<file path="src/sv/nws_pkg.sv">
// ----------------------------------------------------------------------------
// nws_pkg
// shared constants, codes and the sigmoid breakpoint table of the neuron
// ----------------------------------------------------------------------------
package nws_pkg;

    localparam int ADDR_W     = 6;
    localparam int CFG_IDX_W  = 2;
    localparam int CFG_DATA_W = 16;
    localparam int BIAS_W     = 16;
    localparam int COUNT_W    = 7;
    localparam int OUT_W      = 16;

    localparam logic [CFG_IDX_W-1:0] CFG_BIAS  = 2'd0;
    localparam logic [CFG_IDX_W-1:0] CFG_MODE  = 2'd1;
    localparam logic [CFG_IDX_W-1:0] CFG_COUNT = 2'd2;

    localparam logic CMD_WRITE  = 1'b0;
    localparam logic CMD_SAMPLE = 1'b1;

    localparam logic MODE_STEP    = 1'b0;
    localparam logic MODE_SIGMOID = 1'b1;

    localparam logic [OUT_W-1:0] ONE_Q15 = 16'h8000;

    // 32768 * sigmoid(k), last point forced to 1.0
    function automatic logic [OUT_W-1:0] sig_point(input logic [3:0] k);
        logic [OUT_W-1:0] v;
        unique case (k)
            4'd0:    v = 16'd16384;
            4'd1:    v = 16'd23955;
            4'd2:    v = 16'd28862;
            4'd3:    v = 16'd31214;
            4'd4:    v = 16'd32179;
            4'd5:    v = 16'd32549;
            4'd6:    v = 16'd32687;
            4'd7:    v = 16'd32738;
            default: v = 16'd32768;
        endcase
        return v;
    endfunction

endpackage

</file>
<file path="src/sv/nws_ram.sv">
// ----------------------------------------------------------------------------
// nws_ram
// generic single write port, single read port ram with registered read
// ----------------------------------------------------------------------------
module nws_ram #(
    parameter int WIDTH = 16,
    parameter int DEPTH = 64,
    localparam int AW   = (DEPTH > 1) ? $clog2(DEPTH) : 1
) (
    input  logic                     i_clk,
    input  logic                     i_we,
    input  logic [AW-1:0]            i_waddr,
    input  logic [WIDTH-1:0]         i_wdata,
    input  logic                     i_re,
    input  logic [AW-1:0]            i_raddr,
    output logic [WIDTH-1:0]         o_rdata
);
    logic [WIDTH-1:0] r_mem [DEPTH];
    logic [WIDTH-1:0] r_rdata;

    always_ff @(posedge i_clk) begin
        if (i_we) begin
            r_mem[i_waddr] <= i_wdata;
        end
        if (i_re) begin
            r_rdata <= r_mem[i_raddr];
        end
    end

    assign o_rdata = r_rdata;

endmodule

</file>
<file path="src/sv/nws_mac.sv">
// ----------------------------------------------------------------------------
// nws_mac
// weight store, sample index, multiply stage and accumulator
// ----------------------------------------------------------------------------
module nws_mac #(
    parameter int DATA_WIDTH = 16,
    parameter int MAX_INPUTS = 64,
    parameter int ACC_W      = 40
) (
    input  logic                                i_clk,
    input  logic                                i_rst_n,
    input  logic                                i_valid,
    output logic                                o_ready,
    input  logic                                i_cmd,
    input  logic [nws_pkg::ADDR_W-1:0]          i_weight_addr,
    input  logic signed [DATA_WIDTH-1:0]        i_data_value,
    input  logic signed [nws_pkg::BIAS_W-1:0]   i_bias,
    input  logic [nws_pkg::COUNT_W-1:0]         i_count,
    output logic                                o_sum_valid,
    input  logic                                i_sum_ready,
    output logic signed [ACC_W-1:0]             o_sum
);
    import nws_pkg::*;

    localparam int AW     = (MAX_INPUTS > 1) ? $clog2(MAX_INPUTS) : 1;
    localparam int PROD_W = 2 * DATA_WIDTH;

    logic                          accept;
    logic                          is_sample;
    logic [31:0]                   count_raw;
    logic [31:0]                   count_eff;
    logic [31:0]                   waddr_ext;
    logic                          wr_en;
    logic                          last_in;
    logic [DATA_WIDTH-1:0]         weight;

    logic [AW-1:0]                 r_idx;
    logic [AW-1:0]                 n_idx;

    logic                          r_v1;
    logic signed [DATA_WIDTH-1:0]  r_data1;
    logic                          r_first1;
    logic                          r_last1;
    logic                          r_v2;
    logic signed [PROD_W-1:0]      r_prod2;
    logic                          r_first2;
    logic                          r_last2;
    logic signed [ACC_W-1:0]       r_acc;
    logic                          r_sv;
    logic signed [ACC_W-1:0]       r_sum;

    logic                          rdy_sum;
    logic                          adv2;
    logic                          rdy2;
    logic                          adv1;
    logic signed [ACC_W-1:0]       bias_acc;
    logic signed [ACC_W-1:0]       prod_ext;
    logic signed [ACC_W-1:0]       n_acc;

    assign rdy_sum   = !r_sv || i_sum_ready;
    assign adv2      = r_v2 && (!r_last2 || rdy_sum);
    assign rdy2      = !r_v2 || adv2;
    assign adv1      = r_v1 && rdy2;
    assign o_ready   = !r_v1 || adv1;
    assign accept    = i_valid && o_ready;
    assign is_sample = (i_cmd == CMD_SAMPLE);

    // count of zero acts as one, above the store depth acts as the depth
    assign count_raw = 32'(i_count);
    always_comb begin
        count_eff = count_raw;
        if (count_raw == 32'd0) begin
            count_eff = 32'd1;
        end else if (count_raw > 32'(MAX_INPUTS)) begin
            count_eff = 32'(MAX_INPUTS);
        end
    end

    assign last_in   = (32'(r_idx) + 32'd1) >= count_eff;
    assign n_idx     = last_in ? '0 : AW'(32'(r_idx) + 32'd1);
    assign waddr_ext = 32'(i_weight_addr);
    assign wr_en     = accept && !is_sample && (waddr_ext < 32'(MAX_INPUTS));

    nws_ram #(
        .WIDTH (DATA_WIDTH),
        .DEPTH (MAX_INPUTS)
    ) u_weights (
        .i_clk   (i_clk),
        .i_we    (wr_en),
        .i_waddr (waddr_ext[AW-1:0]),
        .i_wdata (i_data_value),
        .i_re    (accept && is_sample),
        .i_raddr (r_idx),
        .o_rdata (weight)
    );

    assign bias_acc = ACC_W'({{(ACC_W-BIAS_W){i_bias[BIAS_W-1]}}, i_bias}) <<< 8;
    assign prod_ext = {{(ACC_W-PROD_W){r_prod2[PROD_W-1]}}, r_prod2};
    assign n_acc    = (r_first2 ? bias_acc : r_acc) + prod_ext;

    always_ff @(posedge i_clk) begin
        if (!i_rst_n) begin
            r_idx <= '0;
            r_v1  <= 1'b0;
            r_v2  <= 1'b0;
            r_sv  <= 1'b0;
            r_acc <= '0;
        end else begin
            if (o_ready) begin
                r_v1 <= accept && is_sample;
            end
            if (accept && is_sample) begin
                r_idx    <= n_idx;
                r_data1  <= i_data_value;
                r_first1 <= (r_idx == '0);
                r_last1  <= last_in;
            end
            if (rdy2) begin
                r_v2 <= adv1;
            end
            if (adv1) begin
                r_prod2  <= r_data1 * $signed(weight);
                r_first2 <= r_first1;
                r_last2  <= r_last1;
            end
            if (adv2) begin
                r_acc <= r_last2 ? '0 : n_acc;
            end
            if (rdy_sum) begin
                r_sv <= adv2 && r_last2;
            end
            if (adv2 && r_last2) begin
                r_sum <= n_acc;
            end
        end
    end

    assign o_sum_valid = r_sv;
    assign o_sum       = r_sum;

endmodule

</file>
<file path="src/sv/nws_act.sv">
// ----------------------------------------------------------------------------
// nws_act
// step or piecewise-linear sigmoid activation, three register stages
// ----------------------------------------------------------------------------
module nws_act #(
    parameter int ACC_W = 40
) (
    input  logic                          i_clk,
    input  logic                          i_rst_n,
    input  logic                          i_valid,
    output logic                          o_ready,
    input  logic signed [ACC_W-1:0]       i_sum,
    input  logic                          i_mode,
    output logic                          o_valid,
    input  logic                          i_ready,
    output logic [nws_pkg::OUT_W-1:0]     o_neuron_out
);
    import nws_pkg::*;

    typedef struct packed {
        logic neg;
        logic sat;
        logic pos;
        logic mode;
    } t_act_ctl;

    logic                 neg;
    logic [ACC_W-1:0]     mag;
    logic [2:0]           k;
    logic [OUT_W-1:0]     lo;
    logic [OUT_W-1:0]     hi;
    t_act_ctl             ctl;

    logic                 r_va;
    t_act_ctl             r_ctl_a;
    logic [OUT_W-1:0]     r_lo_a;
    logic [OUT_W-1:0]     r_diff_a;
    logic [15:0]          r_f_a;
    logic                 r_vb;
    t_act_ctl             r_ctl_b;
    logic [OUT_W-1:0]     r_lo_b;
    logic [31:0]          r_interp_b;
    logic                 r_vo;
    logic [OUT_W-1:0]     r_out;

    logic                 rdy_o;
    logic                 rdy_b;
    logic [OUT_W-1:0]     y;
    logic [OUT_W-1:0]     n_out;

    assign rdy_o   = !r_vo || i_ready;
    assign rdy_b   = !r_vb || rdy_o;
    assign o_ready = !r_va || rdy_b;

    assign neg      = i_sum[ACC_W-1];
    assign mag      = neg ? (~i_sum + 1'b1) : i_sum;
    assign k        = mag[18:16];
    assign lo       = sig_point({1'b0, k});
    assign hi       = sig_point(4'({1'b0, k}) + 4'd1);
    assign ctl.neg  = neg;
    assign ctl.sat  = |mag[ACC_W-1:19];
    assign ctl.pos  = !neg && (i_sum != '0);
    assign ctl.mode = i_mode;

    always_comb begin
        y = r_lo_b + r_interp_b[31:16];
        if (r_ctl_b.sat) begin
            y = ONE_Q15;
        end
        if (r_ctl_b.mode == MODE_STEP) begin
            n_out = r_ctl_b.pos ? ONE_Q15 : '0;
        end else begin
            n_out = r_ctl_b.neg ? (ONE_Q15 - y) : y;
        end
    end

    always_ff @(posedge i_clk) begin
        if (!i_rst_n) begin
            r_va <= 1'b0;
            r_vb <= 1'b0;
            r_vo <= 1'b0;
        end else begin
            if (o_ready) begin
                r_va <= i_valid;
            end
            if (i_valid && o_ready) begin
                r_ctl_a  <= ctl;
                r_lo_a   <= lo;
                r_diff_a <= hi - lo;
                r_f_a    <= mag[15:0];
            end
            if (rdy_b) begin
                r_vb <= r_va;
            end
            if (r_va && rdy_b) begin
                r_ctl_b    <= r_ctl_a;
                r_lo_b     <= r_lo_a;
                r_interp_b <= 32'(r_diff_a) * 32'(r_f_a) + 32'd32768;
            end
            if (rdy_o) begin
                r_vo <= r_vb;
            end
            if (r_vb && rdy_o) begin
                r_out <= n_out;
            end
        end
    end

    assign o_valid      = r_vo;
    assign o_neuron_out = r_out;

endmodule

</file>
<file path="src/sv/neuron_weighted_sum_activation.sv">
// ----------------------------------------------------------------------------
// neuron_weighted_sum_activation
// single neuron: weighted sum of samples plus bias, step or sigmoid output
// ----------------------------------------------------------------------------
// input channel (i_valid / o_ready): a transaction with i_cmd = write stores
// i_data_value at i_weight_addr in the weight ram; one with i_cmd = sample
// multiplies i_data_value by the weight at the running sample index and adds
// it to the sum, which starts from the bias (q8.8, entered as q16.16).
// after input_count samples one result leaves on the output channel
// (o_valid / i_ready) as q1.15, 32768 meaning 1.0.
// configuration: i_cfg_we writes register i_cfg_idx (bias, mode, count)
// in the same cycle; write it only while the block is idle.
// throughput: one transaction per cycle while o_ready stays high, set by the
// single multiply stage and the accumulator register. pipeline: six register
// stages follow the edge that accepts the last sample: input and ram read,
// multiply, accumulate, classify, interpolation multiply, output. reset clears
// all valid flags, the index, the accumulator and the config registers;
// weights are undefined until written. while the receiver stalls, results
// queue in the activation stages; samples keep being accepted until a final
// sample finds no free stage, then o_ready drops.
// ----------------------------------------------------------------------------
module neuron_weighted_sum_activation #(
    parameter int DATA_WIDTH = 16,
    parameter int MAX_INPUTS = 64
) (
    input  logic                                 i_clk,
    input  logic                                 i_rst_n,
    input  logic                                 i_valid,
    output logic                                 o_ready,
    input  logic                                 i_cmd,
    input  logic [nws_pkg::ADDR_W-1:0]           i_weight_addr,
    input  logic signed [DATA_WIDTH-1:0]         i_data_value,
    output logic                                 o_valid,
    input  logic                                 i_ready,
    output logic [nws_pkg::OUT_W-1:0]            o_neuron_out,
    input  logic                                 i_cfg_we,
    input  logic [nws_pkg::CFG_IDX_W-1:0]        i_cfg_idx,
    input  logic [nws_pkg::CFG_DATA_W-1:0]       i_cfg_wdata
);
    import nws_pkg::*;

    localparam int LOG_N   = (MAX_INPUTS > 1) ? $clog2(MAX_INPUTS) : 0;
    localparam int ACC_RAW = 2 * DATA_WIDTH + LOG_N + 2;
    localparam int ACC_W   = (ACC_RAW > 26) ? ACC_RAW : 26;

    logic signed [BIAS_W-1:0]  r_bias;
    logic                      r_mode;
    logic [COUNT_W-1:0]        r_count;

    logic                      sum_valid;
    logic                      sum_ready;
    logic signed [ACC_W-1:0]   sum;

    always_ff @(posedge i_clk) begin
        if (!i_rst_n) begin
            r_bias  <= '0;
            r_mode  <= MODE_STEP;
            r_count <= COUNT_W'(1);
        end else if (i_cfg_we) begin
            unique case (i_cfg_idx)
                CFG_BIAS:  r_bias  <= i_cfg_wdata[BIAS_W-1:0];
                CFG_MODE:  r_mode  <= i_cfg_wdata[0];
                CFG_COUNT: r_count <= i_cfg_wdata[COUNT_W-1:0];
                default:   ;
            endcase
        end
    end

    nws_mac #(
        .DATA_WIDTH (DATA_WIDTH),
        .MAX_INPUTS (MAX_INPUTS),
        .ACC_W      (ACC_W)
    ) u_mac (
        .i_clk         (i_clk),
        .i_rst_n       (i_rst_n),
        .i_valid       (i_valid),
        .o_ready       (o_ready),
        .i_cmd         (i_cmd),
        .i_weight_addr (i_weight_addr),
        .i_data_value  (i_data_value),
        .i_bias        (r_bias),
        .i_count       (r_count),
        .o_sum_valid   (sum_valid),
        .i_sum_ready   (sum_ready),
        .o_sum         (sum)
    );

    nws_act #(
        .ACC_W (ACC_W)
    ) u_act (
        .i_clk        (i_clk),
        .i_rst_n      (i_rst_n),
        .i_valid      (sum_valid),
        .o_ready      (sum_ready),
        .i_sum        (sum),
        .i_mode       (r_mode),
        .o_valid      (o_valid),
        .i_ready      (i_ready),
        .o_neuron_out (o_neuron_out)
    );

    // result never above 1.0
    a_out_range: assert property (@(posedge i_clk) disable iff (!i_rst_n)
        o_valid |-> (o_neuron_out <= ONE_Q15))
        else $error("activation result above one");

    // pipeline empty straight after reset
    a_reset_empty: assert property (@(posedge i_clk)
        !i_rst_n |=> (!o_valid && o_ready))
        else $error("pipeline not empty after reset");

    // input never stalls while no sum waits for the activation stages
    a_ready_when_drained: assert property (@(posedge i_clk) disable iff (!i_rst_n)
        !sum_valid |-> o_ready)
        else $error("unexpected input stall");

endmodule

</file>
<file path="config.mk">
export PLATFORM = sky130hd
export DESIGN_NAME = neuron_weighted_sum_activation
export DESIGN_NICKNAME = d
export VERILOG_FILES = /design/src/sv/nws_pkg.sv /design/src/sv/nws_ram.sv /design/src/sv/nws_mac.sv /design/src/sv/nws_act.sv /design/src/sv/neuron_weighted_sum_activation.sv
export SDC_FILE = /design/constraint.sdc
export NUM_CORES = 2
export LEC_CHECK = 0
export ABC_AREA = 0
export BUFFER_PORTS_ARGS = -buffer_cell sky130_fd_sc_hd__buf_2
export CAP_MARGIN = 20
export CORE_ASPECT_RATIO = 0.6
export CORE_MARGIN = 3
export CORE_UTILIZATION = 30
export CTS_BUF_LIST = sky130_fd_sc_hd__clkbuf_4 sky130_fd_sc_hd__clkbuf_8 sky130_fd_sc_hd__clkbuf_16
export DETAILED_ROUTE_END_ITERATION = 8
export SLEW_MARGIN = 20
export SYNTH_ARGS = -nofsm -noshare
export SYNTH_HDL_FRONTEND = slang
export SYNTH_SLANG_ARGS = --single-unit
</file>
<file path="constraint.sdc">
create_clock -name i_clk -period 8.8 [get_ports i_clk]
set_input_delay 0.44 -clock i_clk [delete_from_list [all_inputs] [get_ports i_clk]]
set_output_delay 0.44 -clock i_clk [all_outputs]
set_load 0.02 [all_outputs]
</file>
==> results.yml <==
finish:
  final_common_cell: "edfxtp_1"
  drive_gt1_share_pct: 14.9
  layout_common_cells: "1226 x edfxtp_1, 571 x inv_1, 457 x fa_1"
  nNetsFinal: 5843
  n_fill_cell: 22642
  seqCellArea_um2: 38300
  areaGrowthSynthToFinish_pct: 11.9
  multi_input_area_um2: 30400
  utilization_pct: 33.9
logic_synthesis:
  synth_edf_count: 1226
  syn-num-nets: 5736
  yosys_register_bits: 1302
  synth_top_cell_area_share_pct: 51.4
  synth_area_leaders: "edfxtp_1 51%, fa_1 13%, mux4_2 10%"
  postSynth.topFlopCell: "edfxtp_1"
  syn_area_um2: 71700
  yosysWarnings: 0
  async_flop_share_pct: 0
  yosysTopAreaCell: "edfxtp_1"
  synthesis.instances: 4958
  syn_area_per_cell_um2: 14.5
  ys_seq_area_share_pct: 53.5
  synth_cell_types: 100
worst_setup_path:
  cpMaxStageDelayCell: "or4b_2"
  critPathTopFamily: "adder cells"
  crit_chain: "and2_1, fa_1, inv_1, fa_1, fa_1, inv_1, fa_1, fa_1, inv_1, fa_1, inv_1, ha_1, a211oi_1, nand2_1, or4b_2, o211ai_1, a311oi_1, a211oi_1, o21ai_0, nor4_1, nor3_1, xnor2_1"
  worst_setup_path_start_kind: "flip-flop"
  r2r-end: "u_act.r_interp_b[31]"
  crit_buf_inv: 4
  cp.depth: 22
  cpPeakStageDelay_ns: 0.65
  r2r_start: "u_act.r_f_a[4]"
  path_max_fanout: 16
  cpMostUsedCell: "fa_1"
  critPathRequiredTime_ns: 9.21
  crit_path_end_kind: "flip-flop"
  worstSetupEndpoint: "u_act.r_interp_b[31]"
  crit_start: "u_act.r_f_a[4]"
  worstSetupPathType: "reg2reg"
  critPathArrivalTime_ns: 8.04
  reg2reg_slack_ns: 1.17
  reg2reg_depth: 22
floorplanning:
  dieWidth_um: 637
  die_h_um: 385
  row_count: 138
  io_pins: 64
  die_area_um2: 245000
  start_util_pct: 30.3
  core_area_um2: 237000
timing:
  rsz0062_at_grt: "no"
  hold_slack_ns: 0.109
  finalCritPeriodShare_pct: 86.7
  setup-violations-final: 0
  fmax_mhz: 131
  slew_viol_final: 0
  fin_worst_skew_ns: 0.0922
  relSlewSlack_pct: 22.6
  fin_tns_setup_ns: 0
  tightest_slew_ns: 1.13
  finalWorstSetupSlack_ns: 1.17
  finalHoldViolCount: 0
  finalCriticalPeriod_ns: 7.63
clock_network:
  cts-root-buf: "clkbuf_16"
  h-tree-depth: 3
  post_cts_resized: 0
  clockBufferDepth: 3
  cts_setup_buffers: 0
  clkLatencyLatePin_ns: 0.75
  cts_inserted_buffers: 120
  tritoncts: "done"
  hold_buffers: 16
  cts_sinks: 1302
  clk_pin_slew_ns: 0.07
power_and_ir_drop:
  pwr_density_cell_nw_per_um2: 232
  irDropWorstVdd_uv: 430
  power.leakage_nw: 28.9
route:
  routedWlPerCell_um: 22.1
  dr.pass1.iters: 5
  drt-total-wl_mm: 184
  ant_nets: 0
  route.detailed.drc: 0
  drt-initial-drc-count: 5134
  viasPerCell: 5.00
  num_vias: 41559
run:
  cap_violations: 0
placed_design:
  dpl.hpwl_mm: 128
  io_buffer_count: 63
  dp_slack_ns: 1.19
  routabilityCongestion: 0.872
worst_hold_path:
  hp-class: "in2reg"
global_route:
  grt_pass1_wl_mm: 275
  grt.overflow.total: 0
  grt_pass1_vias: 40751
  grt_max_degree: 77
  antenna_found_initial: 8
  grtUsageTotal_pct: 14.9
status:
  status: "finished clean"
-- metrics by stage --
step	total power, mW	cell area [um2]	instances
after CTS	18.7	80200	8317
after detailed placement	13.5	76100	8076
after global placement	13.3	76100	8076
after global routing	19.9	80200	8318
after floorplan	12.0	71700	4958
final	18.6	80200	8320
-- per-layer routing --
metal  vias up  track usage (%)  share of wire, %
met4         0             2.17               1.1
met3       153             2.92               9.8
li1      17979                -                 -
met1     21670             24.7                49
met5         -                0                 0
met2      1757             20.0                40
-- cells in the mapped netlist, types with 11 or more instances --
master	number
xnor2_1	100
nand4_1	15
fa_1	457
o31ai_1	13
o211ai_1	14
nor2b_1	24
mux2i_1	30
inv_1	572
buf_1	29
a31oi_1	14
or3_1	15
a211oi_1	18
edfxtp_1	1226
xor2_1	35
a21o_1	51
o22ai_1	11
nand3_1	46
o21bai_1	13
nor3_1	38
nand2_1	395
mux4_2	318
nand2b_1	21
o21ai_0	94
mux2_2	22
a21oi_1	136
a22oi_1	26
and2_1	264
o21a_1	26
dfxtp_1	76
nor2_1	238
and3_1	22
ha_1	275
clkbuf_1	167
-- worst min-delay path: stages --
cell and delay (ns):
buf_2 0.12, nand3b_1 0.09, mux2i_1 0.07, nor2_1 0.08
-- cell families (layout without fill, tap and decap cells) --
family	after synthesis	after routing	share of synthesized area, %
compound gates	497	497	4.61
xor+xnor	135	135	1.65
fa+ha+maj	732	732	17.6
buf+inv	784	994	4.18
flops	1302	1302	53.5
mux	372	372	10.8
other cells	0	2	0
simple gates	1136	1136	7.71
-- report_power, final --
part	internal, mW	leakage (nW)	switching [mW]
Sequential	7.18	11.7	0.107
Combinational	2.55	15.3	3.53
Clock	2.83	1.97	2.43
Total	12.6	28.9	6.06
-- worst min path at each step --
stage               cells after the start              from                to
floorplan                               0  u_act.r_ctl_a[0]  u_act.r_ctl_b[0]
global placement                        0   u_act.r_lo_a[0]   u_act.r_lo_b[0]
detailed placement                      0   u_act.r_lo_a[3]   u_act.r_lo_b[3]
CTS                                     4      i_cfg_idx[0]            r_mode
global route                            4      i_cfg_idx[0]            r_mode
finish                                  4      i_cfg_idx[0]            r_mode
-- final cells by class --
class	instances	area share, %
Antenna cell	2	0.00624
Clock buffer	143	4.00
Clock inverter	82	0.945
Inverter	576	2.72
Multi-Input combinational cell	2872	37.9
Sequential cell	1302	47.8
Tap cell	3150	4.91
Timing Repair Buffer	193	1.72
-- flip-flops by register name, indices dropped and copies added, names as in the netlist, 4 cells and up --
signal and count:
u_act.o_neuron_out 16, u_mac.o_sum 40, u_mac.r_acc 40, r_bias 16
u_act.r_f_a 16, u_mac.r_prod2 32, u_mac.r_idx 6, u_act.r_ctl_b 4
u_mac.r_data1 16, u_act.r_lo_a 11, u_act.r_lo_b 11, u_act.r_ctl_a 4
u_mac.u_weights.r_mem 1024, r_count 7, u_act.r_interp_b 16, u_act.r_diff_a 16
u_mac.u_weights.o_rdata 16
No activity file was read; power rests on OpenSTA's default activity.
